--- src/rtl/core/spc_pkg.sv ---
package spc_pkg;

   localparam int CORDIC_STAGES_DEF = 16;
   localparam int ANGLE_BITS_DEF    = 16;

   localparam int RANGE_W   = 16;
   localparam int ANGLE_W   = 16;
   localparam int COORD_W   = 24;
   localparam int CSR_W     = 16;
   localparam int CSR_IDX_W = 2;
   // datapath width of the rotation: prescaled range with 16 fraction bits plus gain growth
   localparam int XY_W      = 35;
   // whole-millimetre offset after rounding
   localparam int CX_W      = XY_W - 16;

   localparam logic [CSR_IDX_W-1:0] CSR_START_ANGLE = 2'd0;
   localparam logic [CSR_IDX_W-1:0] CSR_ANGLE_STEP  = 2'd1;
   localparam logic [CSR_IDX_W-1:0] CSR_MAX_RANGE   = 2'd2;

   localparam logic [RANGE_W-1:0] MAX_RANGE_RST = 16'd30000;

   // inverse CORDIC gain, 2^-30 units
   localparam logic [29:0] GAIN_Q30 = 30'h26DD3B6A;

   localparam int ATAN_LEN = 24;
   // atan(2^-i) in 2^-32 turn units
   localparam logic [31:0] ATAN_TURN32 [ATAN_LEN] = '{
      32'h20000000, 32'h12E4051E, 32'h09FB385B, 32'h051111D4,
      32'h028B0D43, 32'h0145D7E1, 32'h00A2F61E, 32'h00517C55,
      32'h0028BE53, 32'h00145F2F, 32'h000A2F98, 32'h000517CC,
      32'h00028BE6, 32'h000145F3, 32'h0000A2F9, 32'h0000517D,
      32'h000028BE, 32'h0000145F, 32'h00000A30, 32'h00000518,
      32'h0000028C, 32'h00000146, 32'h000000A3, 32'h00000051
   };

   // arctangent step of one stage, rounded half up to angle_bits per turn
   function automatic logic [31:0] atan_step(input int stage, input int angle_bits);
      logic [32:0] t;
      t = {1'b0, ATAN_TURN32[stage]} + (33'd1 << (31 - angle_bits));
      return 32'(t >> (32 - angle_bits));
   endfunction

   typedef struct packed {
      logic                      flip;
      logic                      last_point;
      logic signed [COORD_W-1:0] origin_x;
      logic signed [COORD_W-1:0] origin_y;
   } side_type;

   typedef struct packed {
      logic        [ANGLE_W-1:0] beam_angle;
      logic signed [COORD_W-1:0] origin_x;
      logic signed [COORD_W-1:0] origin_y;
   } state_type;

endpackage

--- src/rtl/core/spc_cell.sv ---
module spc_cell #(
   parameter int STAGE      = 0,
   parameter int ANGLE_BITS = spc_pkg::ANGLE_BITS_DEF,
   localparam int ZW = ANGLE_BITS + 2
) (
   input  logic                            clock,
   input  logic                            reset,
   input  logic                            advance,
   input  logic                            in_valid,
   input  logic signed [spc_pkg::XY_W-1:0] in_x,
   input  logic signed [spc_pkg::XY_W-1:0] in_y,
   input  logic signed [ZW-1:0]            in_z,
   input  spc_pkg::side_type               in_side,
   output logic                            out_valid,
   output logic signed [spc_pkg::XY_W-1:0] out_x,
   output logic signed [spc_pkg::XY_W-1:0] out_y,
   output logic signed [ZW-1:0]            out_z,
   output spc_pkg::side_type               out_side
);

   localparam logic signed [ZW-1:0] STEP = ZW'(spc_pkg::atan_step(STAGE, ANGLE_BITS));

   logic                            valid_ff, valid_in;
   logic signed [spc_pkg::XY_W-1:0] x_ff, x_in, y_ff, y_in, dx, dy;
   logic signed [ZW-1:0]            z_ff, z_in;
   spc_pkg::side_type               side_ff;

   // rotate toward zero residual angle
   always_comb begin
      dx = in_y >>> STAGE;
      dy = in_x >>> STAGE;
      if (!in_z[ZW-1]) begin
         x_in = in_x - dx;
         y_in = in_y + dy;
         z_in = in_z - STEP;
      end else begin
         x_in = in_x + dx;
         y_in = in_y - dy;
         z_in = in_z + STEP;
      end
      valid_in = advance ? in_valid : valid_ff;
   end

   always_ff @(posedge clock) begin
      if (reset) begin
         valid_ff <= 1'b0;
      end else begin
         valid_ff <= valid_in;
      end
   end

   always_ff @(posedge clock) begin
      if (advance) begin
         x_ff    <= x_in;
         y_ff    <= y_in;
         z_ff    <= z_in;
         side_ff <= in_side;
      end
   end

   assign out_valid = valid_ff;
   assign out_x     = x_ff;
   assign out_y     = y_ff;
   assign out_z     = z_ff;
   assign out_side  = side_ff;

endmodule

--- config.mk ---
export PLATFORM = sky130hd
export DESIGN_NAME = spc_cell
export DESIGN_NICKNAME = d
export VERILOG_FILES = /design/src/rtl/core/spc_pkg.sv /design/src/rtl/core/spc_cell.sv
export SDC_FILE = /design/constraint.sdc
export NUM_CORES = 1
export LEC_CHECK = 0
export BUFFER_PORTS_ARGS = -buffer_cell sky130_fd_sc_hd__buf_2
export CORE_MARGIN = 3
export CORE_UTILIZATION = 36
export DETAILED_ROUTE_END_ITERATION = 10
export GPL_TIMING_DRIVEN = 0
export PLACE_DENSITY = 0.64
export SYNTH_ARGS = -nofsm -noshare
export SYNTH_HDL_FRONTEND = slang
export SYNTH_SLANG_ARGS = --single-unit
--- constraint.sdc ---
create_clock -name clock -period 4.5 [get_ports clock]
set_input_delay 0.9 -clock clock [delete_from_list [all_inputs] [get_ports clock]]
set_output_delay 0.9 -clock clock [all_outputs]
set_load 0.005 [all_outputs]
After elaboration in Yosys (flattened, before gate mapping)
Index checks and enable logic that the tools add are counted.
{ "word_totals": {"register_bits": 139, "latchBits": 0, "ram_bits": 0, "mem_bits_ro": 0, "inputBits": 142, "mem_count": 0} }
{ "classes": {"n_addsub": 5, "multipliers": 0, "div_mod_pow": 0, "magnitude_cmp": 0, "eq_ne": 0, "n_shift": 0, "mux": 3, "bitwise": 0, "reduce_logical": 0} }
{ "ops": {"columns": ["operator", "n"], "rows": [
  ["$mux W35", 2],
  ["$sub A35 B35 Y35", 2],
  ["$add A35 B35 Y35", 1],
  ["$add A18 B15 Y18 const B", 1],
  ["$mux W18", 1],
  ["$sub A18 B15 Y18 const B", 1]
]} }

Depth between registers and ports, before layout
{ "depth": {"depth_word": 2, "mapped_depth": 13, "mapped_depth_nobuf": 12} }

Worst setup path after synthesis
Ideal clock, no wire load.
{ "synth_path": {"kind": "input to register", "start": "input in_x[9] (netlist bit)", "end": "register y_ff, in the netlist out_y[31] (data pin)", "setup_ns": 0.270, "t_arrival_ns": 3.481, "required_ns": 4.230, "setup_slack_ns": 0.748, "cell_stages": 12, "path_cell_list": "inv_1 -> ha_1 -> buf_6 -> or3_4 -> or4_1 -> a21oi_2 -> o311ai_2 -> a2111oi_4 -> o21ai_2 -> o311ai_4 -> a22oi_1 -> xor2_1"} }
{ "synth_between": {"elab_chain_cells": 2} }
{ "synth_rtl": {"columns": ["element", "line_no", "text"], "rows": [
  ["start, declared", "spc_cell.sv:10", "input logic signed [spc_pkg::XY_W-1:0] in_x,"],
  ["$add A35 B35 Y35 / $sub A35 B35 Y35 (equally long branches)", "spc_cell.sv:34, spc_cell.sv:38", null],
  ["$mux W35 (*)", "spc_cell.sv:32", "if (!in_z[ZW-1]) begin"],
  ["net y_in, one bit", "spc_cell.sv:24", "logic signed [spc_pkg::XY_W-1:0] x_ff, x_in, y_ff, y_in, dx, dy;"],
  ["end signal, assigned", "spc_cell.sv:55", "y_ff <= y_in;"],
  ["end, declared", "spc_cell.sv:24", null]
]} }
Mark *: on every way through the listed nets, which the timed path passes. The rest lies on a longest branch.
A chain may end at the register's enable or synchronous reset.

Worst setup path in the final report
{ "layout_path": {"start": "input in_x[9] (netlist bit)", "end": "register x_ff, in the netlist out_x[21] (data pin)"} }
{ "layout_between": {"elab_chain_cells": 2} }
{ "layout_rtl": {"columns": ["element", "line_no", "text"], "rows": [
  ["$sub A35 B35 Y35 / $add A35 B35 Y35 (equally long branches)", "spc_cell.sv:33, spc_cell.sv:37", null],
  ["$mux W35 (*)", "spc_cell.sv:32", null],
  ["net x_in, one bit", "spc_cell.sv:24", null],
  ["end signal, assigned", "spc_cell.sv:54", "x_ff <= x_in;"],
  ["end, declared", "spc_cell.sv:24", null]
]} }
Marked as above.

==> metrics <==
largest net degree at the start of global routing=104; delay-heaviest family, CP=compound AO/OA/AOI/OAI gates; crit-path max FO=10; worst setup path endpoint=out_x[21]$_DFFE_PP_; min cycle time layout=roughly 4200 ps; startpoint class of the critical path=input pin; Syn Nets=between 1000 and 1500; Longest Clk Path Bufs=2; Syn Inst Count=1100; Vias/cell=5.48; pwr dens=333 nW/um^2; Worst-path clk slew=~70 ps; actual slew at the worst max-slew pin=approximately 1100 ps; cell depth of the worst flop-to-flop path=2; Starting Density=37.1%; maximum clock frequency=~0.24 GHz; initial antenna violation count=0; Routed Antenna Nets=0; setup TNS=0 ps; first-pass GRT wire length=55.7 mm; ys async rst share=0%; Worst EP arrival=~4400 ps; Slew HR=29.5%; CP Cell Sequence=buf_2 -> inv_1 -> ha_1 -> buf_6 -> or3_4 -> or4_1 -> a21oi_2 -> o311ai_2 -> a211oi_2 -> a21oi_1 -> o21bai_1 -> a21oi_1 -> xnor2_1; final hold violation count=0; worst clock skew=0 ps; vias=between 9000 and 10000; Main synth FF type=edfxtp_1; Post-Syn Area=approximately 10000 um^2; post-synthesis sequential area ratio=about two fifths; Hold-fix buffers, CTS=0; R2R Path End=out_valid$_SDFFE_PP0P_; cts bufs inserted=17; CP max stage delay=490 ps; syn avg cell area=between 9 and 10 um^2; post-CTS sizing=0; die span in y=between 150 and 200 um; post-synth cell types=74; Crit path depth=13; maxcap violations=0; Core Util, Final=45.9%; Routed WL=~37 mm; H-tree Lvls=4; port bufs=280; Layout area overhead=23.5%; Hold/Removal Path Class=register to register; Congestion Overflow GR=0; final-layout fill cell count=2780; Post-synth EDFFs=137; drt initial violations=approximately 760; Sink Count=between 100 and 150; CP max-delay cell=a211oi_2; leakage=0.00573 uW; full die area=31200 um^2; core footprint=28200 um^2; element type at the critical path end=register; RSZ-0062 raised after global routing=false; final net count=~1700; gpl congestion=0.989; Slew Limit Fails=0; Post-CTS Setup Bufs=0; final setup fails=0; number of remaining DRC errors=0; layout cells sized above 1=23.9%; vias in the first global route=9427; Critical Path Most Common Cell=a21oi_1; CP Class=input pin to register; root buf cell=clkbuf_16; r2r startpoint=out_valid$_SDFFE_PP0P_; Routed WL per cell=20.9 um; gr usage total=23.2%; Hold Path Origin=out_valid$_SDFFE_PP0P_; total iterations of the first detailed-routing run=6; Final Cycle Share=92.9%; VDD IR-drop max=0.245 mV; boundary pin count=281; post-synthesis register bit count=138; Detailed Place HPWL=29.3 mm; CTS tree=built; FP Rows=61; Crit. Startpoint=in_x[9]; Synthesis Warnings=0; Antenna diodes=0; Critical Path RT=4690 ps; crit path buf inv count=3; flop-to-flop setup slack=3910 ps; status=finished clean; Die W=approximately 180 um; worst skew pair latency=430 ps
## report_power, final
group	leakage, uW	internal [uW]	switching (uW)
clock	0.000265	730	643
sequential	0.00135	1620	38.1
combinational	0.00411	491	789
## state kept, by name, indices dropped and copies added (netlist names)
name	count
out_side	50
out_x	35
out_y	34
out_z	18
out_valid	1
## cells by family after synthesis
| kind of cell | Yosys count | synth area share, % |
|---|---|---|
| compound gates | 375 | 23.0 |
| xor+xnor | 64 | 5.34 |
| fa+ha+maj | 111 | 13.5 |
| buf+inv | 155 | 5.69 |
| flops | 138 | 39.4 |
| mux | 15 | 1.43 |
| simple gates | 242 | 11.5 |
## per-layer routing
| metal | vias up | routed length, um | GRT usage (%) |
|---|---|---|---|
| met5 | - | 0 | 0 |
| met4 | 0 | 1150 | 7.92 |
| met3 | 73 | 3080 | 4.01 |
| met2 | 523 | 17700 | 39.5 |
| met1 | 4610 | 15500 | 30.0 |
| li1 | 4615 | - | - |
## cell usage after synthesis (all sizes together), types with 9 or more instances
master	n	share of area, %
a21oi	145	7.0
edfxtp	137	39
ha	107	13
inv	102	3.7
nor2	68	2.4
o21ai	64	3.1
xnor2	55	4.6
nand2	46	1.6
clkbuf	36	1.3
o21bai	35	2.5
nor3	30	1.4
a21o	28	2.0
nand3	17	0.81
o31ai	17	1.3
and3	15	0.89
mux2i	15	1.4
buf	14	0.64
nand4	12	0.72
a211oi	10	0.81
nand2b	10	0.60
a31oi	9	0.54
nor4	9	0.54
o211ai	9	0.64
xor2	9	0.75
## placed cells by master (no fill, tap or decap), drive strengths merged, types with 12 or more instances in the layout
cell type and count:
xnor2 55, o31ai 17, clkbuf 54, nand4 12
a21o 28, nand3 17, inv 112, edfxtp 137
nor3 30, ha 107, nor2 68, nand2 46
o21ai 64, mux2i 15, o21bai 35, and3 15
buf 295, a21oi 145
## cell type report
cell class | count | area, um^2 | area share (%)
Tap cell | 378 | 473 | 3.65
Buffer | 50 | 203 | 1.57
Multi-Input combinational cell | 807 | 5760 | 44.4
Clock buffer | 18 | 429 | 3.31
Timing Repair Buffer | 281 | 1440 | 11.1
Clock inverter | 14 | 126 | 0.976
Sequential cell | 138 | 4130 | 31.9
Inverter | 105 | 394 | 3.04
## through the flow
| step | hold WS (ps) | setup WS (ps) | cell area, um^2 | power [uW] | cells |
|---|---|---|---|---|---|
| floorplan | 485 | 748 | 10500 | 2410 | 1100 |
| global placement | 473 | 9.30 | 12400 | 2950 | 1758 |
| detailed placement | 495 | 9.53 | 12400 | 2950 | 1759 |
| CTS | 511 | 443 | 13000 | 4340 | 1791 |
| global route | 545 | 251 | 13000 | 4530 | 1791 |
| finish | 508 | 321 | 13000 | 4310 | 1791 |
## how the worst min path moves through the flow
stage / slack (ps) / depth (start not counted) / endpoint
floorplan: 480 / 2 / out_valid$_SDFFE_PP0P_
global placement: 470 / 2 / out_valid$_SDFFE_PP0P_
detailed placement: 500 / 2 / out_valid$_SDFFE_PP0P_
CTS: 510 / 2 / out_valid$_SDFFE_PP0P_
global route: 550 / 2 / out_valid$_SDFFE_PP0P_
finish: 510 / 2 / out_valid$_SDFFE_PP0P_
## tightest hold or removal path, delay by kind of cell (launching register included)
family / cells / cell delay, ps
flops: 1 / 330
mux: 1 / 70
simple gates: 1 / 80
No activity file was read; power rests on OpenSTA's default activity.
