==> config.mk <==
export PLATFORM = sky130hd
export DESIGN_NAME = spc_front
export DESIGN_NICKNAME = d
export VERILOG_FILES = /design/src/rtl/core/spc_pkg.sv /design/src/rtl/core/spc_front.sv
export SDC_FILE = /design/constraint.sdc
export NUM_CORES = 1
export LEC_CHECK = 0
export ABC_AREA = 1
export BUFFER_PORTS_ARGS = -buffer_cell sky130_fd_sc_hd__buf_2
export CAP_MARGIN = 10
export CORE_ASPECT_RATIO = 1.75
export CORE_MARGIN = 2
export CORE_UTILIZATION = 55
export CTS_CLUSTER_DIAMETER = 100
export DETAILED_ROUTE_END_ITERATION = 10
export GPL_TIMING_DRIVEN = 0
export PLACE_DENSITY = 0.84
export SLEW_MARGIN = 5
export SYNTH_ARGS = -nofsm -noshare
export SYNTH_HDL_FRONTEND = slang
export SYNTH_SLANG_ARGS = --single-unit
==> constraint.sdc <==
create_clock -name clock -period 15.5 [get_ports clock]
set_input_delay 3.1 -clock clock [delete_from_list [all_inputs] [get_ports clock]]
set_output_delay 3.1 -clock clock [all_outputs]
set_load 0.01 [all_outputs]
==> src/rtl/core/spc_pkg.sv <==
package spc_pkg;

   localparam int CORDIC_STAGES_DEF = 16;
   localparam int ANGLE_BITS_DEF    = 16;

   localparam int RANGE_W   = 16;
   localparam int ANGLE_W   = 16;
   localparam int COORD_W   = 24;
   localparam int CSR_W     = 16;
   localparam int CSR_IDX_W = 2;
   // datapath width of the rotation: prescaled range with 16 fraction bits plus gain growth
   localparam int XY_W      = 35;
   // whole-millimetre offset after rounding
   localparam int CX_W      = XY_W - 16;

   localparam logic [CSR_IDX_W-1:0] CSR_START_ANGLE = 2'd0;
   localparam logic [CSR_IDX_W-1:0] CSR_ANGLE_STEP  = 2'd1;
   localparam logic [CSR_IDX_W-1:0] CSR_MAX_RANGE   = 2'd2;

   localparam logic [RANGE_W-1:0] MAX_RANGE_RST = 16'd30000;

   // inverse CORDIC gain, 2^-30 units
   localparam logic [29:0] GAIN_Q30 = 30'h26DD3B6A;

   localparam int ATAN_LEN = 24;
   // atan(2^-i) in 2^-32 turn units
   localparam logic [31:0] ATAN_TURN32 [ATAN_LEN] = '{
      32'h20000000, 32'h12E4051E, 32'h09FB385B, 32'h051111D4,
      32'h028B0D43, 32'h0145D7E1, 32'h00A2F61E, 32'h00517C55,
      32'h0028BE53, 32'h00145F2F, 32'h000A2F98, 32'h000517CC,
      32'h00028BE6, 32'h000145F3, 32'h0000A2F9, 32'h0000517D,
      32'h000028BE, 32'h0000145F, 32'h00000A30, 32'h00000518,
      32'h0000028C, 32'h00000146, 32'h000000A3, 32'h00000051
   };

   // arctangent step of one stage, rounded half up to angle_bits per turn
   function automatic logic [31:0] atan_step(input int stage, input int angle_bits);
      logic [32:0] t;
      t = {1'b0, ATAN_TURN32[stage]} + (33'd1 << (31 - angle_bits));
      return 32'(t >> (32 - angle_bits));
   endfunction

   typedef struct packed {
      logic                      flip;
      logic                      last_point;
      logic signed [COORD_W-1:0] origin_x;
      logic signed [COORD_W-1:0] origin_y;
   } side_type;

   typedef struct packed {
      logic        [ANGLE_W-1:0] beam_angle;
      logic signed [COORD_W-1:0] origin_x;
      logic signed [COORD_W-1:0] origin_y;
   } state_type;

endpackage

==> src/rtl/core/spc_front.sv <==
module spc_front #(
   parameter int ANGLE_BITS = spc_pkg::ANGLE_BITS_DEF,
   localparam int ZW = ANGLE_BITS + 2
) (
   input  logic                                  clock,
   input  logic                                  reset,
   input  logic                                  advance,
   input  logic                                  req_valid,
   input  logic        [spc_pkg::RANGE_W-1:0]    req_range_mm,
   input  logic                                  req_range_finite,
   input  logic                                  req_first_beam,
   input  logic                                  req_last_beam,
   input  logic signed [spc_pkg::COORD_W-1:0]    req_pose_x,
   input  logic signed [spc_pkg::COORD_W-1:0]    req_pose_y,
   input  logic        [spc_pkg::ANGLE_W-1:0]    req_pose_heading,
   input  logic                                  csr_write_en,
   input  logic        [spc_pkg::CSR_IDX_W-1:0]  csr_index,
   input  logic        [spc_pkg::CSR_W-1:0]      csr_wdata,
   output logic                                  out_valid,
   output logic signed [spc_pkg::XY_W-1:0]       out_x,
   output logic signed [ZW-1:0]                  out_z,
   output spc_pkg::side_type                     out_side,
   output spc_pkg::state_type                    state
);

   localparam logic signed [ZW-1:0] QUARTER = ZW'(1) << (ANGLE_BITS - 2);
   localparam logic signed [ZW-1:0] HALF    = ZW'(1) << (ANGLE_BITS - 1);

   logic [spc_pkg::ANGLE_W-1:0] start_angle_ff, start_angle_in;
   logic [spc_pkg::ANGLE_W-1:0] angle_step_ff, angle_step_in;
   logic [spc_pkg::RANGE_W-1:0] max_range_ff, max_range_in;

   logic        [spc_pkg::ANGLE_W-1:0] beam_angle_ff, beam_angle_in;
   logic signed [spc_pkg::COORD_W-1:0] origin_x_ff, origin_x_in;
   logic signed [spc_pkg::COORD_W-1:0] origin_y_ff, origin_y_in;

   logic                            valid_ff, valid_in;
   logic signed [spc_pkg::XY_W-1:0] x_ff, x_in;
   logic signed [ZW-1:0]            z_ff, z_in;
   spc_pkg::side_type               side_ff, side_in;

   logic                          accept;
   logic [spc_pkg::RANGE_W-1:0]   range;
   logic [45:0]                   prod;
   logic [39:0]                   wide;
   logic [ANGLE_BITS-1:0]         za;
   logic signed [ZW-1:0]          zs;
   logic                          flip;

   assign accept = req_valid & advance;

   always_comb begin
      start_angle_in = start_angle_ff;
      angle_step_in  = angle_step_ff;
      max_range_in   = max_range_ff;
      if (csr_write_en) begin
         case (csr_index)
            spc_pkg::CSR_START_ANGLE: start_angle_in = csr_wdata;
            spc_pkg::CSR_ANGLE_STEP:  angle_step_in  = csr_wdata;
            spc_pkg::CSR_MAX_RANGE:   max_range_in   = csr_wdata;
            default: ;
         endcase
      end
   end

   always_comb begin
      beam_angle_in = beam_angle_ff;
      origin_x_in   = origin_x_ff;
      origin_y_in   = origin_y_ff;
      if (req_first_beam) begin
         beam_angle_in = req_pose_heading + start_angle_ff;
         origin_x_in   = req_pose_x;
         origin_y_in   = req_pose_y;
      end else begin
         beam_angle_in = beam_angle_ff + angle_step_ff;
      end
   end

   // prescale by the inverse gain, keep 16 fraction bits
   always_comb begin
      range = req_range_finite ? req_range_mm : max_range_ff;
      prod  = {30'd0, range} * {16'd0, spc_pkg::GAIN_Q30};
      x_in  = {3'b000, prod[45:14]};
   end

   // scale to ANGLE_BITS per turn, then fold into a quarter turn either side of zero
   always_comb begin
      wide = {beam_angle_in, 24'd0} >> (40 - ANGLE_BITS);
      za   = wide[ANGLE_BITS-1:0];
      zs   = {{2{za[ANGLE_BITS-1]}}, za};
      flip = 1'b0;
      z_in = zs;
      if (zs > QUARTER) begin
         z_in = zs - HALF;
         flip = 1'b1;
      end else if (zs < -QUARTER) begin
         z_in = zs + HALF;
         flip = 1'b1;
      end
      side_in.flip       = flip;
      side_in.last_point = req_last_beam;
      side_in.origin_x   = origin_x_in;
      side_in.origin_y   = origin_y_in;
      valid_in           = advance ? req_valid : valid_ff;
   end

   always_ff @(posedge clock) begin
      if (reset) begin
         start_angle_ff <= '0;
         angle_step_ff  <= '0;
         max_range_ff   <= spc_pkg::MAX_RANGE_RST;
         beam_angle_ff  <= '0;
         origin_x_ff    <= '0;
         origin_y_ff    <= '0;
         valid_ff       <= 1'b0;
      end else begin
         start_angle_ff <= start_angle_in;
         angle_step_ff  <= angle_step_in;
         max_range_ff   <= max_range_in;
         valid_ff       <= valid_in;
         if (accept) begin
            beam_angle_ff <= beam_angle_in;
            origin_x_ff   <= origin_x_in;
            origin_y_ff   <= origin_y_in;
         end
      end
   end

   always_ff @(posedge clock) begin
      if (advance) begin
         x_ff    <= x_in;
         z_ff    <= z_in;
         side_ff <= side_in;
      end
   end

   assign out_valid        = valid_ff;
   assign out_x            = x_ff;
   assign out_z            = z_ff;
   assign out_side         = side_ff;
   assign state.beam_angle = beam_angle_ff;
   assign state.origin_x   = origin_x_ff;
   assign state.origin_y   = origin_y_ff;

endmodule

## Word level (Yosys, flattened, before mapping)

Index checks and enable logic that the tools add are counted.

| storage, ports and cells | value |
|---|---|
| register bits | 213 |
| output and inout port bits | 168 |

| operators by class | value |
|---|---|
| multiplexer cells | 7 |
| add/subtract/negate cells | 4 |
| bitwise logic cells | 1 |
| magnitude comparators | 2 |
| reductions and logical operators | 4 |
| multiply operators | 1 |
| eq/ne operators | 2 |

Operators by type and width:

| operator | count |
|---|---|
| two-way mux 24 bit | 2 |
| multiplier 16 x 29 -> 45 bit (second input constant) | 1 |
| two-way mux 18 bit | 2 |
| adder 16 bit | 2 |
| two-way mux 16 bit | 2 |
| adder 16 x 17 -> 18 bit (second input constant) | 1 |
| subtractor 16 x 17 -> 18 bit (second input constant) | 1 |
| > comparator 16 bit (second input constant) | 1 |
| < comparator 16 x 15 -> 1 bit (second input constant) | 1 |
| AND reduction 2 bit | 3 |
| equality test 2 x 1 -> 1 bit (second input constant) | 1 |
| equality test 2 bit (second input constant) | 1 |
| logical NOT 2 bit | 1 |
| bitwise AND 1 bit | 1 |
| two-way mux 1 bit | 1 |

## Logic depth before layout (Yosys ltp)

| logic depth | value |
|---|---|
| depth in word-level cells | 5 |
| depth in mapped cells | 29 |
| mapped depth without buffers | 28 |

## Worst setup path before layout

No wires, ideal clock.

| path | value |
|---|---|
| path type | input-to-reg |
| from | input port req_range_finite |
| to | register x_ff, in the netlist out_x[31], data pin |
| required time | 15.248 ns |
| cell stages on the path | 23 |
| arrival | 8.557 ns |
| setup slack | 6.691 ns |
| path through | clkbuf_1 -> clkbuf_1 -> o21ai_0 -> inv_1 -> ha_1 -> inv_1 -> fa_1 -> inv_1 -> fa_1 -> fa_1 -> fa_1 -> inv_1 -> fa_1 -> inv_1 -> ha_1 -> a21oi_1 -> o21ai_0 -> a21boi_0 -> nor2_1 -> a211oi_1 -> nand2_1 -> nand2_1 -> nand2_1 |

| between the ends | value |
|---|---|
| word-level cells in the longest chain between the ends | 2 |

Ends and longest elaborated chain:

| what | line | RTL |
|---|---|---|
| start: declaration | spc_front.sv:10 | `input logic req_range_finite,` |
| two-way mux 16 bit | spc_front.sv:81 | `range = req_range_finite ? req_range_mm : max_range_ff;` |
| multiplier 16 x 29 -> 45 bit | spc_front.sv:82 | `prod = {30'd0, range} * {16'd0, spc_pkg::GAIN_Q30};` |
| named net prod[45] | spc_front.sv:44 | `logic [45:0] prod;` |
| end signal: assignment | spc_front.sv:131 | `x_ff <= x_in;` |
| end: declaration | spc_front.sv:38 | `logic signed [spc_pkg::XY_W-1:0] x_ff, x_in;` |

The timed path passes the listed nets, and every way through them passes these cells.
A chain may end at the register's enable or synchronous reset.

## Worst setup path in the final report

| path | value |
|---|---|
| from | input port req_range_finite |
| to | register x_ff, in the netlist out_x[27], data pin |

Same word-level chain as after synthesis.

==> impl_metrics.env <==
export IMPL_vias=16220
export IMPL_min_to="max_range_ff[4]"
export IMPL_wl_met1_um=18470
export IMPL_reg2regPathDepth=23
export IMPL_async_flop_share_pct=0
export IMPL_met2_length_um=31740
export IMPL_clock_sinks=212
export IMPL_drive_gt1_share_pct=15.43
export IMPL_synth_cells=2199
export IMPL_diodes=0
export IMPL_ys_top_cells_by_area="fa_1, edfxtp_1, ha_1, dfxtp_1, inv_1"
export IMPL_max_cap_viol_count=0
export IMPL_ctsResizeCount=0
export IMPL_post_cts_buffers=0
export IMPL_post_route_min_period_ns=10.60
export IMPL_root_buffer="clkbuf_16"
export IMPL_crit_path_max_fanout=10
export IMPL_first_global_vias=17240
export IMPL_rr_startpoint="max_range_ff[4]"
export IMPL_finalHoldViolCount=0
export IMPL_skew_ns=0.01086
export IMPL_areaGrowthSynthToFinish_pct=14.46
export IMPL_ys_seq_area_share_pct=28.52
export IMPL_cts_tree="done"
export IMPL_clockBufferDepth=3
export IMPL_synth_edf_count=99
export IMPL_relSlewSlack_pct=14.23
export IMPL_max_freq_ghz=0.09430
export IMPL_ant_nets=0
export IMPL_post_route_period_util_pct=68.42
export IMPL_crit_start="req_range_finite"
export IMPL_mostFrequentLayoutCell="inv_1"
export IMPL_numCtsBuffers=21
export IMPL_status="complete, no violations"
export IMPL_ys_warn_count=0
export IMPL_antenna_found_initial=1
export IMPL_holdCritPathClass="register to register"
export IMPL_initial_core_util_pct=55.75
export IMPL_tightest_slew_ns=1.273
export IMPL_wl_met3_um=3327
export IMPL_first_iter_violations=837
export IMPL_synthesis_area_um2=18350
export IMPL_dr_pass1_iters=6
export IMPL_grt_start_max_net_pins=52
export IMPL_synth_top_area_share_pct=18.98
export IMPL_hold_depth=2
export IMPL_wirelength_um=59980
export IMPL_end_kind="register"
export IMPL_crit_arrival_ns=10.87
export IMPL_routabilityCongestion=1.031
export IMPL_finalNetCount=2969
export IMPL_clk_pin_slew_worst_paths_ns=0.06
export IMPL_wire_per_inst_um=20.54
export IMPL_grt_setup_unrepaired="no"
export IMPL_regArea_um2=5235
export IMPL_crit_required_ns=15.77
export IMPL_die_h_um=245.7
export IMPL_dieArea_um2=34900
export IMPL_route_detailed_drc=0
export IMPL_synth_area_per_cell_um2=8.346
export IMPL_die_width_um=142.1
export IMPL_grt_usage_pct=34.89
export IMPL_r2r_end="out_x[27]"
export IMPL_multiInputGateArea_um2=11120
export IMPL_io_pins=274
export IMPL_grt_pass1_wl_um=91540
export IMPL_cp_start_kind="primary input"
export IMPL_synth_seq_cells=212
export IMPL_final_max_slew_violation_count=0
export IMPL_clk_latency_ns=0.52
export IMPL_yosysUniqueCellTypes=43
export IMPL_final_setup_tns_ns=0
export IMPL_hpwlAfterDp_um=50320
export IMPL_hp_start="max_range_ff[4]"
export IMPL_rrSetupSlack_ns=7.85
export IMPL_layout_common_cells="inv_1, nand2_1, buf_2"
export IMPL_fillers=2816
export IMPL_io_buffers=270
export IMPL_holdBufCountCts=0
export IMPL_avgViaCountPerCell=5.555
export IMPL_core_area_um2=32920
export IMPL_setup_violations=0
export IMPL_grt_overflow_total=0
export IMPL_ys_flop_type="dfxtp_1"
export IMPL_timing_worst_setup_path_type="primary input to register"
export IMPL_synth_top_area_cell="fa_1"
export IMPL_highest_layer="met5"
export IMPL_rows=88
export IMPL_htree_levels=1
==> metal layers <==
metal | vias up | global-route usage (%)
met5 | - | 0
met4 | 2 | 30.65
met3 | 267 | 4.888
met2 | 727 | 65.77
met1 | 7641 | 31.68
li1 | 7585 | -
==> sequential cells by signal (all words and copies together) (netlist names) <==
register        cells
max_range_ff       16
out_x              32
angle_step_ff      16
origin_y_ff        24
out_side           50
out_z              17
out_valid           1
origin_x_ff        24
start_angle_ff     16
beam_angle_ff      16
==> cell families after synthesis <==
| group | count (synthesis) | share of synthesized area (%) |
|---|---|---|
| compound gates | 385 | 11.24 |
| xor+xnor | 35 | 1.670 |
| fa+ha+maj | 363 | 31.87 |
| buf+inv | 532 | 10.97 |
| flops | 212 | 28.52 |
| other cells | 1 | 0.02043 |
| simple gates | 671 | 15.71 |
==> worst max-delay path: stages <==
cell      delay, ns
buf_2          0.14
clkbuf_1       0.22
clkbuf_1       0.28
o21ai_0        0.90
inv_1          0.51
ha_1           0.37
inv_1          0.23
fa_1           0.59
fa_1           0.57
fa_1           0.58
fa_1           0.44
fa_1           0.49
inv_1          0.04
ha_1           0.37
nand2_1        0.17
nor2_1         0.19
inv_1          0.11
nor2_1         0.13
inv_1          0.10
nor4_1         0.37
buf_2          0.26
nand4_1        0.33
nand3_1        0.24
xor2_1         0.10
==> stage by stage <==
step	cells	hold WS [ns]	cell area [um^2]	util [%]	setup WS [ns]
finish	2920	0.4721	21010	63.81	4.895
floorplan	2201	0.4244	18360	-	6.691
detailed placement	2881	0.4541	20280	61.60	3.892
global route	2920	0.4958	21010	63.81	4.516
CTS	2919	0.4637	21000	63.78	4.423
global placement	2876	0.4388	20220	61.41	3.708
==> worst max-delay path by stage <==
stage | cells past startpoint | slack (ns) | to
after detailed placement | 25 | 3.89 | out_x[27]
final | 24 | 4.90 | out_x[27]
after global placement | 24 | 3.71 | out_x[27]
after CTS | 25 | 4.42 | out_x[27]
after global routing | 26 | 4.52 | out_x[27]
after floorplan | 23 | 6.69 | out_x[31]
==> synth_stat cells, types with 4 or more instances <==
cell type	count
nand2_1	302
buf_4	4
inv_2	4
a21oi_1	137
nor4_1	6
o21ai_0	186
a31oi_1	12
o211ai_1	10
o21a_1	5
or2_2	55
nor2_1	178
edfxtp_1	99
nand3b_1	4
o21ai_1	4
xor2_1	22
nand2_2	8
dfxtp_1	113
a21o_1	11
nor3_1	14
o21bai_1	8
clkbuf_1	44
inv_1	477
ha_1	189
xnor2_1	13
nand4_1	11
fa_1	174
nand3_1	89
==> area by class of cell <==
cell class,instances,share of cell area [%]
tap,405,2.412
buffer,51,0.9887
multi-input combinational,1457,52.92
sequential,212,24.92
inverter,481,8.595
clock buffer,27,2.954
clock inverter,11,0.4705
timing repair buffer,276,6.743
Power is not shown: default switching activity piles up to over one toggle a cycle in this logic, so the estimate is an artifact.
