$ cat src/rtl/core/spc_pkg.sv
package spc_pkg;

   localparam int CORDIC_STAGES_DEF = 16;
   localparam int ANGLE_BITS_DEF    = 16;

   localparam int RANGE_W   = 16;
   localparam int ANGLE_W   = 16;
   localparam int COORD_W   = 24;
   localparam int CSR_W     = 16;
   localparam int CSR_IDX_W = 2;
   // datapath width of the rotation: prescaled range with 16 fraction bits plus gain growth
   localparam int XY_W      = 35;
   // whole-millimetre offset after rounding
   localparam int CX_W      = XY_W - 16;

   localparam logic [CSR_IDX_W-1:0] CSR_START_ANGLE = 2'd0;
   localparam logic [CSR_IDX_W-1:0] CSR_ANGLE_STEP  = 2'd1;
   localparam logic [CSR_IDX_W-1:0] CSR_MAX_RANGE   = 2'd2;

   localparam logic [RANGE_W-1:0] MAX_RANGE_RST = 16'd30000;

   // inverse CORDIC gain, 2^-30 units
   localparam logic [29:0] GAIN_Q30 = 30'h26DD3B6A;

   localparam int ATAN_LEN = 24;
   // atan(2^-i) in 2^-32 turn units
   localparam logic [31:0] ATAN_TURN32 [ATAN_LEN] = '{
      32'h20000000, 32'h12E4051E, 32'h09FB385B, 32'h051111D4,
      32'h028B0D43, 32'h0145D7E1, 32'h00A2F61E, 32'h00517C55,
      32'h0028BE53, 32'h00145F2F, 32'h000A2F98, 32'h000517CC,
      32'h00028BE6, 32'h000145F3, 32'h0000A2F9, 32'h0000517D,
      32'h000028BE, 32'h0000145F, 32'h00000A30, 32'h00000518,
      32'h0000028C, 32'h00000146, 32'h000000A3, 32'h00000051
   };

   // arctangent step of one stage, rounded half up to angle_bits per turn
   function automatic logic [31:0] atan_step(input int stage, input int angle_bits);
      logic [32:0] t;
      t = {1'b0, ATAN_TURN32[stage]} + (33'd1 << (31 - angle_bits));
      return 32'(t >> (32 - angle_bits));
   endfunction

   typedef struct packed {
      logic                      flip;
      logic                      last_point;
      logic signed [COORD_W-1:0] origin_x;
      logic signed [COORD_W-1:0] origin_y;
   } side_type;

   typedef struct packed {
      logic        [ANGLE_W-1:0] beam_angle;
      logic signed [COORD_W-1:0] origin_x;
      logic signed [COORD_W-1:0] origin_y;
   } state_type;

endpackage

$ cat src/rtl/core/spc_back.sv
module spc_back (
   input  logic                               clock,
   input  logic                               reset,
   input  logic                               advance,
   input  logic                               in_valid,
   input  logic signed [spc_pkg::XY_W-1:0]    in_x,
   input  logic signed [spc_pkg::XY_W-1:0]    in_y,
   input  spc_pkg::side_type                  in_side,
   output logic                               rsp_valid,
   output logic signed [spc_pkg::COORD_W-1:0] rsp_end_x,
   output logic signed [spc_pkg::COORD_W-1:0] rsp_end_y,
   output logic                               rsp_last_point
);

   localparam int SUM_W = spc_pkg::COORD_W + 2;
   localparam logic signed [spc_pkg::XY_W-1:0] HALF_MM = spc_pkg::XY_W'(32768);
   localparam logic signed [SUM_W-1:0] SAT_HI = SUM_W'(8388607);
   localparam logic signed [SUM_W-1:0] SAT_LO = -SUM_W'(8388608);

   logic                            rnd_valid_ff, rnd_valid_in;
   logic signed [spc_pkg::CX_W-1:0] cx_ff, cy_ff;
   logic signed [spc_pkg::XY_W-1:0] rx, ry;
   spc_pkg::side_type               side_ff;

   logic                               valid_ff, valid_in;
   logic signed [spc_pkg::COORD_W-1:0] end_x_ff, end_x_in, end_y_ff, end_y_in;
   logic                               last_ff;
   logic signed [SUM_W-1:0]            sx, sy;

   // undo the half-turn fold and round to whole millimetres
   always_comb begin
      rx = in_side.flip ? HALF_MM - in_x : in_x + HALF_MM;
      ry = in_side.flip ? HALF_MM - in_y : in_y + HALF_MM;
      rnd_valid_in = advance ? in_valid : rnd_valid_ff;
   end

   always_comb begin
      sx = {{2{side_ff.origin_x[spc_pkg::COORD_W-1]}}, side_ff.origin_x}
         + {{(SUM_W - spc_pkg::CX_W){cx_ff[spc_pkg::CX_W-1]}}, cx_ff};
      sy = {{2{side_ff.origin_y[spc_pkg::COORD_W-1]}}, side_ff.origin_y}
         + {{(SUM_W - spc_pkg::CX_W){cy_ff[spc_pkg::CX_W-1]}}, cy_ff};
      if (sx > SAT_HI)      end_x_in = SAT_HI[spc_pkg::COORD_W-1:0];
      else if (sx < SAT_LO) end_x_in = SAT_LO[spc_pkg::COORD_W-1:0];
      else                  end_x_in = sx[spc_pkg::COORD_W-1:0];
      if (sy > SAT_HI)      end_y_in = SAT_HI[spc_pkg::COORD_W-1:0];
      else if (sy < SAT_LO) end_y_in = SAT_LO[spc_pkg::COORD_W-1:0];
      else                  end_y_in = sy[spc_pkg::COORD_W-1:0];
      valid_in = advance ? rnd_valid_ff : valid_ff;
   end

   always_ff @(posedge clock) begin
      if (reset) begin
         rnd_valid_ff <= 1'b0;
         valid_ff     <= 1'b0;
      end else begin
         rnd_valid_ff <= rnd_valid_in;
         valid_ff     <= valid_in;
      end
   end

   always_ff @(posedge clock) begin
      if (advance) begin
         cx_ff    <= rx[spc_pkg::XY_W-1:16];
         cy_ff    <= ry[spc_pkg::XY_W-1:16];
         side_ff  <= in_side;
         end_x_ff <= end_x_in;
         end_y_ff <= end_y_in;
         last_ff  <= side_ff.last_point;
      end
   end

   assign rsp_valid      = valid_ff;
   assign rsp_end_x      = end_x_ff;
   assign rsp_end_y      = end_y_ff;
   assign rsp_last_point = last_ff;

endmodule

$ cat config.mk
export PLATFORM = sky130hd
export DESIGN_NAME = spc_back
export DESIGN_NICKNAME = d
export VERILOG_FILES = /design/src/rtl/core/spc_pkg.sv /design/src/rtl/core/spc_back.sv
export SDC_FILE = /design/constraint.sdc
export NUM_CORES = 1
export LEC_CHECK = 0
export BUFFER_PORTS_ARGS = -buffer_cell sky130_fd_sc_hd__buf_2
export CAP_MARGIN = 20
export CORE_MARGIN = 10
export CORE_UTILIZATION = 45
export CTS_BUF_LIST = sky130_fd_sc_hd__clkbuf_16
export DETAILED_ROUTE_END_ITERATION = 16
export GPL_TIMING_DRIVEN = 0
export MAX_ROUTING_LAYER = met4
export PLACE_DENSITY_LB_ADDON = 0.25
export SYNTH_ARGS = -nofsm -noshare
export SYNTH_HDL_FRONTEND = slang
export SYNTH_SLANG_ARGS = --single-unit
$ cat constraint.sdc
create_clock -name clock -period 3.7 [get_ports clock]
set_input_delay 0.555 -clock clock [delete_from_list [all_inputs] [get_ports clock]]
set_output_delay 0.555 -clock clock [all_outputs]
set_load 0.02 [all_outputs]
== After elaboration in Yosys (flattened, before gate mapping) ==
Index checks and enable logic that the tools add are counted.
Word-level totals
  register bits after elaboration: 138
  latch bits: 0
  RAM bits: 0
  bits in read-only memories: 0
  input bits: 124
  output and inout bits: 50
  logic and storage cells: 24
  memories kept: 0
Cells by class
  add/subtract/negate cells: 6
  $mul: 0
  divide/modulo/power cells: 0
  $lt $le $gt $ge: 4
  equal/unequal tests: 0
  shift operators: 0
  mux-type cells: 4
  bitwise gates (word level): 0
  reduce and logical (&&, ||, !) cells: 0
Operator list (count)
  $add 35x17->35 const B: 2
  $mux 35: 2
  $sub 17x35->35 const A: 2
  $add 24x19->25: 2
  $gt 25x24->1 const B: 2
  $lt 25x24->1 const B: 2
  $mux 24: 2

== Logic depth before layout (Yosys ltp) ==
Gate-level depths: netlist (run 1).
  depth after elaboration: 3
  depth in mapped cells: 12

== Worst setup path after synthesis (run 1) ==
OpenSTA, ideal clock, no wires.
  kind: reg-to-reg
  start point: register cx_ff[0] (netlist bit)
  end point: register end_x_ff, in the netlist rsp_end_x[17] (data pin)
  library setup time: 266 ps
  data arrival time: 2631 ps
  slack: 803 ps
  cell stages (with the launch flop): 11
  period minus slack after synthesis: 2897 ps
  cells stage by stage: edfxtp_1 ha_1 fa_1 a21oi_1 o22ai_1 o31ai_2 a211oi_2 nor2_2 o21ai_2 a31oi_2 or3b_1
Between the ends
  cells in the longest elaborated chain, start to end: 3
  elaborated cells on any way between the ends: 4
RTL lines
  start: declaration: RTL line spc_back.sv:21  | logic signed [spc_pkg::CX_W-1:0] cx_ff, cy_ff;
  start signal: assignment: RTL line spc_back.sv:63  | cx_ff <= rx[spc_pkg::XY_W-1:16];
  $add 24x19->25 *: RTL line spc_back.sv:39  | + {{(SUM_W - spc_pkg::CX_W){cx_ff[spc_pkg::CX_W-1]}}, cx_ff};
  $lt 25x24->1: RTL line spc_back.sv:43  | else if (sx < SAT_LO) end_x_in = SAT_LO[spc_pkg::COORD_W-1:0];
  $mux 24: RTL line spc_back.sv:43
  end signal: assignment: RTL line spc_back.sv:66  | end_x_ff <= end_x_in;
  end: declaration: RTL line spc_back.sv:26  | logic signed [spc_pkg::COORD_W-1:0] end_x_ff, end_x_in, end_y_ff, end_y_in;
Mark *: on every way between the ends. The rest lies on a longest branch, timed or not.
A chain may end at the register's enable or synchronous reset.

== Final worst setup path (run 1) ==
  start point: register cx_ff[0] (netlist bit)
  end point: register end_x_ff, in the netlist rsp_end_x[2] (data pin)
Same word-level chain as after synthesis.

==> run_results.csv, run 1 <==
group,metric,value,unit
synth,synth_nets,976,
sta,rsz0062_at_grt,"false",
grt,grt_pass1_wl,33600,um
drt,drc,0,
synth,synthArstFlopShare,0,
placement,portBuffers,170,
synth,syn_area,8600,sq um
synth,synthAdderAreaFrac,0.0905,
die,die_y,158,um
sta,tns,0,ns
synth,synthXorXnorAreaFrac,0.0763,
synth,syn_area_per_cell,10.8,sq um
sta,maxSlewViolCount,0,
sta,min_period_over_period,0.914,
power_and_ir_drop,p_seq_frac,0.367,
clocking,cts_max_level,4,
power_and_ir_drop,power_density,562,nW/um^2
synth,synth_edf_count,136,
power_and_ir_drop,p_leak,4.17,nW
drt,ant_nets,0,
power_and_ir_drop,max-vdd-ir-drop,0.282,mV
clocking,clk_latency,0.42,ns
cells_and_area,diodes,0,
synth,synth_mux_area_frac,0.00713,
min_path,hold_path.class,"input port to flip-flop",
sta,fin_ws,0.318,ns
setup_path,reg2reg_to,"rsp_end_x[2]$_SDFFCE_PN1P_",
grt,grt_pass1_vias,6454,
setup_path,worstPathRequired,3.85,ns
min_path,min_path_cells,2,
placement,dp.final_hpwl,16500,um
setup_path,r2r_start,"cx_ff[0]$_DFFE_PP_",
clocking,clock-root-buffer,"clkbuf_16",
min_path,hp-start,"reset",
power_and_ir_drop,p_clk_frac,0.310,
cells_and_area,nFillCells,1628,
setup_path,critPathKind,"flip-flop to flip-flop",
sta,tightestPinTransition,0.623,ns
synth,synth.most_common_cell,"edfxtp_1",
drt,first_iter_violations,456,
drt,vias,6851,
setup_path,worst-path-max-fanout,10,
grt,overflow,0,
setup_path,reg2regPathDepth,11,
sta,hold_viol,0,
die,ios,174,
grt,antenna_found_initial,0,
clocking,cts_tree,"built",
job,maxCapViolCount,0,
synth,synth_seq_cells,138,
sta,finalCriticalPeriod,3.38,ns
clocking,cts_made_buffers,17,
power_and_ir_drop,internal_power,3.94,mW
power_and_ir_drop,combPwrFrac,0.323,
cells_and_area,drive_gt1_frac,0.243,
setup_path,arrival,3.53,ns
clocking,cts_setup_buffers,0,
grt,grt_util_all_layers,0.174,
die,start_util,0.458,
synth,synthTopCellsByCount,"edfxtp_1, a21oi_1, ha_1, o21ai_0, nor2_1",
sta,maxSlewHeadroom,0.585,
synth,synth-compound-area-share,0.200,
setup_path,cpPeakStageDelay,0.43,ns
power_and_ir_drop,switching_share,0.328,
synth,ys_warn_count,0,
drt,drt_wl_total,21200,um
clocking,cts_num_sinks,138,
synth,yosys.area.top_type_share,0.475,
die,design.die.area,25000,sq um
placement,place_ws,0.207,ns
die,core,18800,sq um
grt,grt_start_max_net_pins,99,
drt,drt_pre_antenna_iters,5,
cells_and_area,finish.utilization,0.555,
setup_path,critical-path-slowest-cell,"edfxtp_1",
synth,seq_area_frac_synth,0.480,
sta,skew,0.00919,ns
setup_path,reg2reg_setup_slack,0.32,ns
clocking,postCtsHoldBufs,0,
clocking,clkTransAtPathRegs,0.06,ns
synth,synth_top_family_by_area,"compound AO/OA/AOI/OAI gates",
synth,synth_area_leaders,"edfxtp_1, ha_1, a21oi_1",
sta,setup_viol,0,
sta,timing.fmax,0.296,GHz
synth,yosys.area_share.simple,0.119,
status,status,"complete, no violations",
setup_path,setup.worst_path.start_class,"flip-flop",
setup_path,end_kind,"flip-flop",
clocking,clk_path_buf_depth,2,
die,num_rows,50,
synth,syn_inst,796,
drt,viasPerCell,5.56,
synth,synthDistinctLibCells,79,
setup_path,path_cells,"ha_1 > fa_1 > a21oi_1 > o22ai_1 > o31ai_4 > a211oi_2 > nor2_2 > o21ai_2 > a31oi_2 > buf_2 > o21ai_0",
synth,synth_flop_cell,"edfxtp_1",
placement,gp_congestion,0.935,
cells_and_area,finalNetCount,1166,
synth,synth_top_area_cell,"edfxtp_1",
drt,wl_per_cell,17.2,um
power_and_ir_drop,p_sw,1.92,mW
min_path,holdPathEnd,"rsp_valid$_SDFFE_PP0P_",
die,die_w,158,um
setup_path,path_delay_family,"compound AO/OA/AOI/OAI gates",
cells_and_area,area_growth,21.2,%
setup_path,cp.buffers_inverters,1,
==> registers in the layout, summed over array words and instances (netlist names) <==
name / flops
cx_ff: 19
rsp_end_y: 24
rsp_valid: 1
rnd_valid_ff: 1
rsp_last_point: 1
cy_ff: 19
side_ff: 49
rsp_end_x: 24
==> how the worst max path moves through the flow <==
| stage | start | cells after the start | slack, ns | to |
|---|---|---|---|---|
| global placement | cx_ff[0]$_DFFE_PP_ | 11 | 0.25 | rsp_end_x[5]$_SDFFCE_PN1P_ |
| floorplan | cx_ff[0]$_DFFE_PP_ | 10 | 0.80 | rsp_end_x[17]$_SDFFCE_PN1P_ |
| detailed placement | cx_ff[0]$_DFFE_PP_ | 11 | 0.21 | rsp_end_x[5]$_SDFFCE_PN1P_ |
| global route | cx_ff[0]$_DFFE_PP_ | 11 | 0.11 | rsp_end_x[2]$_SDFFCE_PN1P_ |
| finish | cx_ff[0]$_DFFE_PP_ | 11 | 0.32 | rsp_end_x[2]$_SDFFCE_PN1P_ |
| CTS | cx_ff[0]$_DFFE_PP_ | 11 | 0.18 | rsp_end_x[5]$_SDFFCE_PN1P_ |
==> power by group through the flow <==
stage | logic [mW] | registers, mW | clock network (mW)
global route | 2.10 | 2.17 | 1.93
finish | 1.89 | 2.15 | 1.82
floorplan | 1.10 | 2.37 | 0
CTS | 1.89 | 2.15 | 1.86
global placement | 1.86 | 2.18 | 0
detailed placement | 1.87 | 2.18 | 0
==> repair_timing <==
item,in CTS,in global routing
endpoints found under the setup margin,0,13
gates resized for setup,0,1
endpoints found under the hold margin,0,0
==> worst register-to-register path: stages (launching register included) <==
cell      delay, ns
edfxtp_1       0.43
ha_1           0.27
fa_1           0.41
a21oi_1        0.21
o22ai_1        0.17
o31ai_4        0.34
a211oi_2       0.20
nor2_2         0.22
o21ai_2        0.11
a31oi_2        0.35
buf_2          0.29
o21ai_0        0.14
==> final cells by class <==
type                       count  area, sq um  share of cell area
buffer                        26          121              0.0116
clock buffer                  17          425              0.0408
clock inverter                15          213              0.0204
inverter                      30          113              0.0108
multi-input combinational    602         4250               0.408
sequential                   138         4120               0.396
tap                          234          293              0.0281
timing repair buffer         171          885              0.0849
==> cells by family after synthesis <==
group	count (synthesis)
compound gates	261
xor+xnor	74
fa+ha+maj	62
buf+inv	56
flops	138
mux	6
simple gates	199
==> cells in the final DEF, fill, tap and decap left out, types with 22 or more instances in the layout <==
master and instances:
inv_1 30, buf_2 176, o21ai_0 50, xnor2_1 44, nor2_1 48, ha_1 54, nand2_1 38, a21o_1 22
a21oi_1 92, edfxtp_1 136, xor2_1 29, nand3_1 25
==> per-stage QoR <==
step | hold WS (ns) | power [mW] | cells | cell area, sq um
6_report | 0.303 | 5.85 | 1233 | 10400
5_1_grt | 0.285 | 6.20 | 1233 | 10400
4_1_cts | 0.288 | 5.90 | 1233 | 10400
3_5_place_dp | 0.417 | 4.06 | 1201 | 9770
3_3_place_gp | 0.404 | 4.04 | 1200 | 9740
2_1_floorplan | 0.400 | 3.47 | 796 | 8600
==> routing by layer <==
layer,GRT usage,part of all wire,vias to the layer above
met4,0.0490,0.012,0
met1,0.242,0.49,3157
met2,0.253,0.44,248
met3,0.0339,0.064,16
met5,-,0,-
li1,-,-,3430
No activity file was read; power rests on OpenSTA's default activity.
==> run 2, diff against run 1 <==
--- a/config.mk
+++ b/config.mk
@@ -5,6 +5,7 @@
 export SDC_FILE = /design/constraint.sdc
 export NUM_CORES = 1
 export LEC_CHECK = 0
+export ABC_AREA = 1
 export BUFFER_PORTS_ARGS = -buffer_cell sky130_fd_sc_hd__buf_2
 export CAP_MARGIN = 20
 export CORE_MARGIN = 10
==> run 2 against run 1 <==
Compared with the run above:
- power fell by 2.9%
- largest power group unchanged
- critical endpoint is now rsp_end_x[12]$_SDFFCE_PN1P_
- first-iteration DRC count rose by 62%
- setup slack improved by 0.94 ns
- non-clock buffer count fell by 8
- highest routed layer unchanged
- critical path type unchanged
- largest cell class unchanged
==> run_results.csv, run 2 <==
group,metric,value,unit
power_and_ir_drop,p_leak,6.03,nW
grt,overflow,0,
placement,place_ws,1.28,ns
power_and_ir_drop,switching_share,0.365,
setup_path,critPathKind,"flip-flop to flip-flop",
setup_path,end_kind,"flip-flop",
drt,viasPerCell,4.91,
die,ios,174,
synth,yosys.area_share.simple,0.360,
drt,drc,0,
clocking,cts_tree,"built",
sta,min_period_over_period,0.661,
drt,ant_nets,0,
synth,synth_flop_cell,"edfxtp_1",
power_and_ir_drop,internal_power,3.61,mW
sta,timing.fmax,0.409,GHz
synth,synth_top_family_by_area,"simple AND/OR/NAND/NOR gates",
grt,grt_start_max_net_pins,94,
clocking,post_cts_resized,0,
clocking,postCtsHoldBufs,0,
die,core,22800,sq um
sta,setup_viol,0,
power_and_ir_drop,p_seq_frac,0.371,
grt,antenna_found_initial,1,
die,die_y,173,um
setup_path,critical-path-slowest-cell,"edfxtp_1",
grt,grt_pass1_wl,46100,um
clocking,clk_latency,0.43,ns
die,die_w,173,um
grt,grt_pass1_vias,9280,
cells_and_area,final_cells,1947,
placement,dp.final_hpwl,23600,um
clocking,cts_made_buffers,17,
synth,synthArstFlopShare,0,
clocking,clk_path_buf_depth,2,
synth,syn_inst,1434,
synth,synthDistinctLibCells,38,
synth,synth_top_area_cell,"edfxtp_1",
synth,yosys.area.top_type_share,0.389,
sta,fin_ws,1.25,ns
synth,synth.most_common_cell,"nand2_1",
setup_path,setup.worst_path.start_class,"flip-flop",
job,maxCapViolCount,0,
synth,ys_warn_count,0,
placement,gp_congestion,0.957,
power_and_ir_drop,power,5.68,mW
sta,maxSlewHeadroom,0.657,
setup_path,arrival,2.61,ns
clocking,clock-root-buffer,"clkbuf_16",
cells_and_area,final_cell_mix,"nand2_1, inv_1, buf_2, nor2_1, edfxtp_1",
grt,grt_util_all_layers,0.192,
synth,synth_area_leaders,"edfxtp_1, nand2_1, ha_1",
power_and_ir_drop,max-vdd-ir-drop,0.291,mV
power_and_ir_drop,p_sw,2.08,mW
sta,hold_viol,0,
synth,syn_area_per_cell,7.32,sq um
clocking,cts_num_sinks,138,
power_and_ir_drop,power_density,461,nW/um^2
setup_path,cpPeakStageDelay,0.51,ns
drt,drt_pre_antenna_iters,5,
placement,portBuffers,166,
cells_and_area,regMostFlops,"side_ff",
synth,synth_seq_cells,138,
setup_path,path_cells,"ha_1 > nand2_1 > nor2_1 > nand2_1 > nor2_1 > nand2_1 > nand3_1 > nand2_1 > nand2_2 > inv_2 > nand2_4 > buf_6 > nand2_1",
die,num_rows,55,
power_and_ir_drop,p_clk_frac,0.289,
die,start_util,0.461,
setup_path,worstPathRequired,3.86,ns
cells_and_area,finish.utilization,0.541,
clocking,clkTransAtPathRegs,0.07,ns
synth,synth_nets,1614,
sta,rsz0062_at_grt,"false",
drt,first_iter_violations,737,
cells_and_area,final_common_cell,"nand2_1",
setup_path,crit_top_cell,"nand2_1",
placement,place_inst,1914,
synth,syn_area,10500,sq um
clocking,cts_setup_buffers,0,
cells_and_area,drive_gt1_frac,0.151,
drt,drt_wl_total,28300,um
drt,vias,9567,
synth,synthAdderAreaFrac,0.0682,
sta,finalCriticalPeriod,2.45,ns
cells_and_area,largest_reg_flops,49,
synth,synth-compound-area-share,0.0509,
drt,wl_per_cell,14.6,um
cells_and_area,final_cell_area,12300,sq um
synth,synthTopCellsByCount,"nand2_1, inv_1, nor2_1, edfxtp_1, nand3_1",
clocking,cts_max_level,4,
synth,seq_area_frac_synth,0.393,
cells_and_area,finalNetCount,1800,
setup_path,worst-path-max-fanout,10,
cells_and_area,area_growth,17.5,%
min_path,hold_path.class,"input port to flip-flop",
synth,synth_mux_area_frac,0,
sta,skew,0.0164,ns
status,status,"complete, no violations",
sta,tightestPinTransition,0.514,ns
placement,dpl_cell_area,11700,sq um
synth,synth_edf_count,136,
die,design.die.area,29800,sq um
power_and_ir_drop,combPwrFrac,0.340,
sta,maxSlewViolCount,0,
synth,synthXorXnorAreaFrac,0.0501,
sta,tns,0,ns
sta,holdWs,0.288,ns
-- run 2: cell types whose count changed after synthesis, moves of 31 or more --
cell	before	now
nand2_1	38	518
inv_1	30	174
nor2_1	48	146
nand3_1	25	97
a21oi_1	92	52
xnor2_1	44	7
o21ai_0	50	19
-- run 2: power by group through the flow --
stage / Combinational [mW] / Clock, mW / Sequential [mW]
after detailed placement: 1.92 / 0 / 2.14
final: 1.93 / 1.64 / 2.11
after global placement: 1.90 / 0 / 2.14
after global routing: 2.18 / 1.76 / 2.14
after floorplan: 1.16 / 0 / 2.32
after CTS: 1.93 / 1.68 / 2.11
-- run 2: worst paths after layout --
| path | start | end | slack (ns) | cells past startpoint |
|---|---|---|---|---|
| worst max-delay path | cx_ff[18]$_DFFE_PP_ | rsp_end_x[12]$_SDFFCE_PN1P_ | 1.25 | 13 |
| worst min register to register | side_ff[48]$_DFFE_PP_ | rsp_last_point$_DFFE_PP_ | 0.43 | 0 |
| worst min-delay path | reset | rsp_valid$_SDFFE_PP0P_ | 0.29 | 2 |
| worst max register to register | cx_ff[18]$_DFFE_PP_ | rsp_end_x[12]$_SDFFCE_PN1P_ | 1.25 | 13 |
-- run 2: cell families after synthesis --
kind of cell	after synthesis
buf+inv	200
flops	138
compound gates	95
xor+xnor	60
simple gates	885
fa+ha+maj	56
-- run 2: worst max-delay path, delay by kind of cell, from the launching register on --
family	cells	cell delay, ns
buffers and inverters	2	0.18
adders and majority gates	1	0.45
and+or+nand+nor	10	1.02
DFF	1	0.51
-- run 2: routing by layer --
layer / global-route usage / wire length (um) / vias up
met2: 0.292 / 12300 / 265
met4: 0.0550 / 391 / 0
met5: - / 0 / -
met1: 0.262 / 14400 / 4233
li1: - / - / 5047
met3: 0.0266 / 1180 / 22
-- run 2: area by class of cell --
| class | count | area (sq um) |
|---|---|---|
| clock inverter | 15 | 150 |
| timing repair buffer | 167 | 865 |
| clock buffer | 17 | 425 |
| multi-input combinational | 1096 | 5550 |
| sequential | 138 | 4120 |
| tap | 313 | 392 |
| antenna | 1 | 2.50 |
| fill | 2220 | 10500 |
| inverter | 178 | 668 |
| buffer | 22 | 148 |
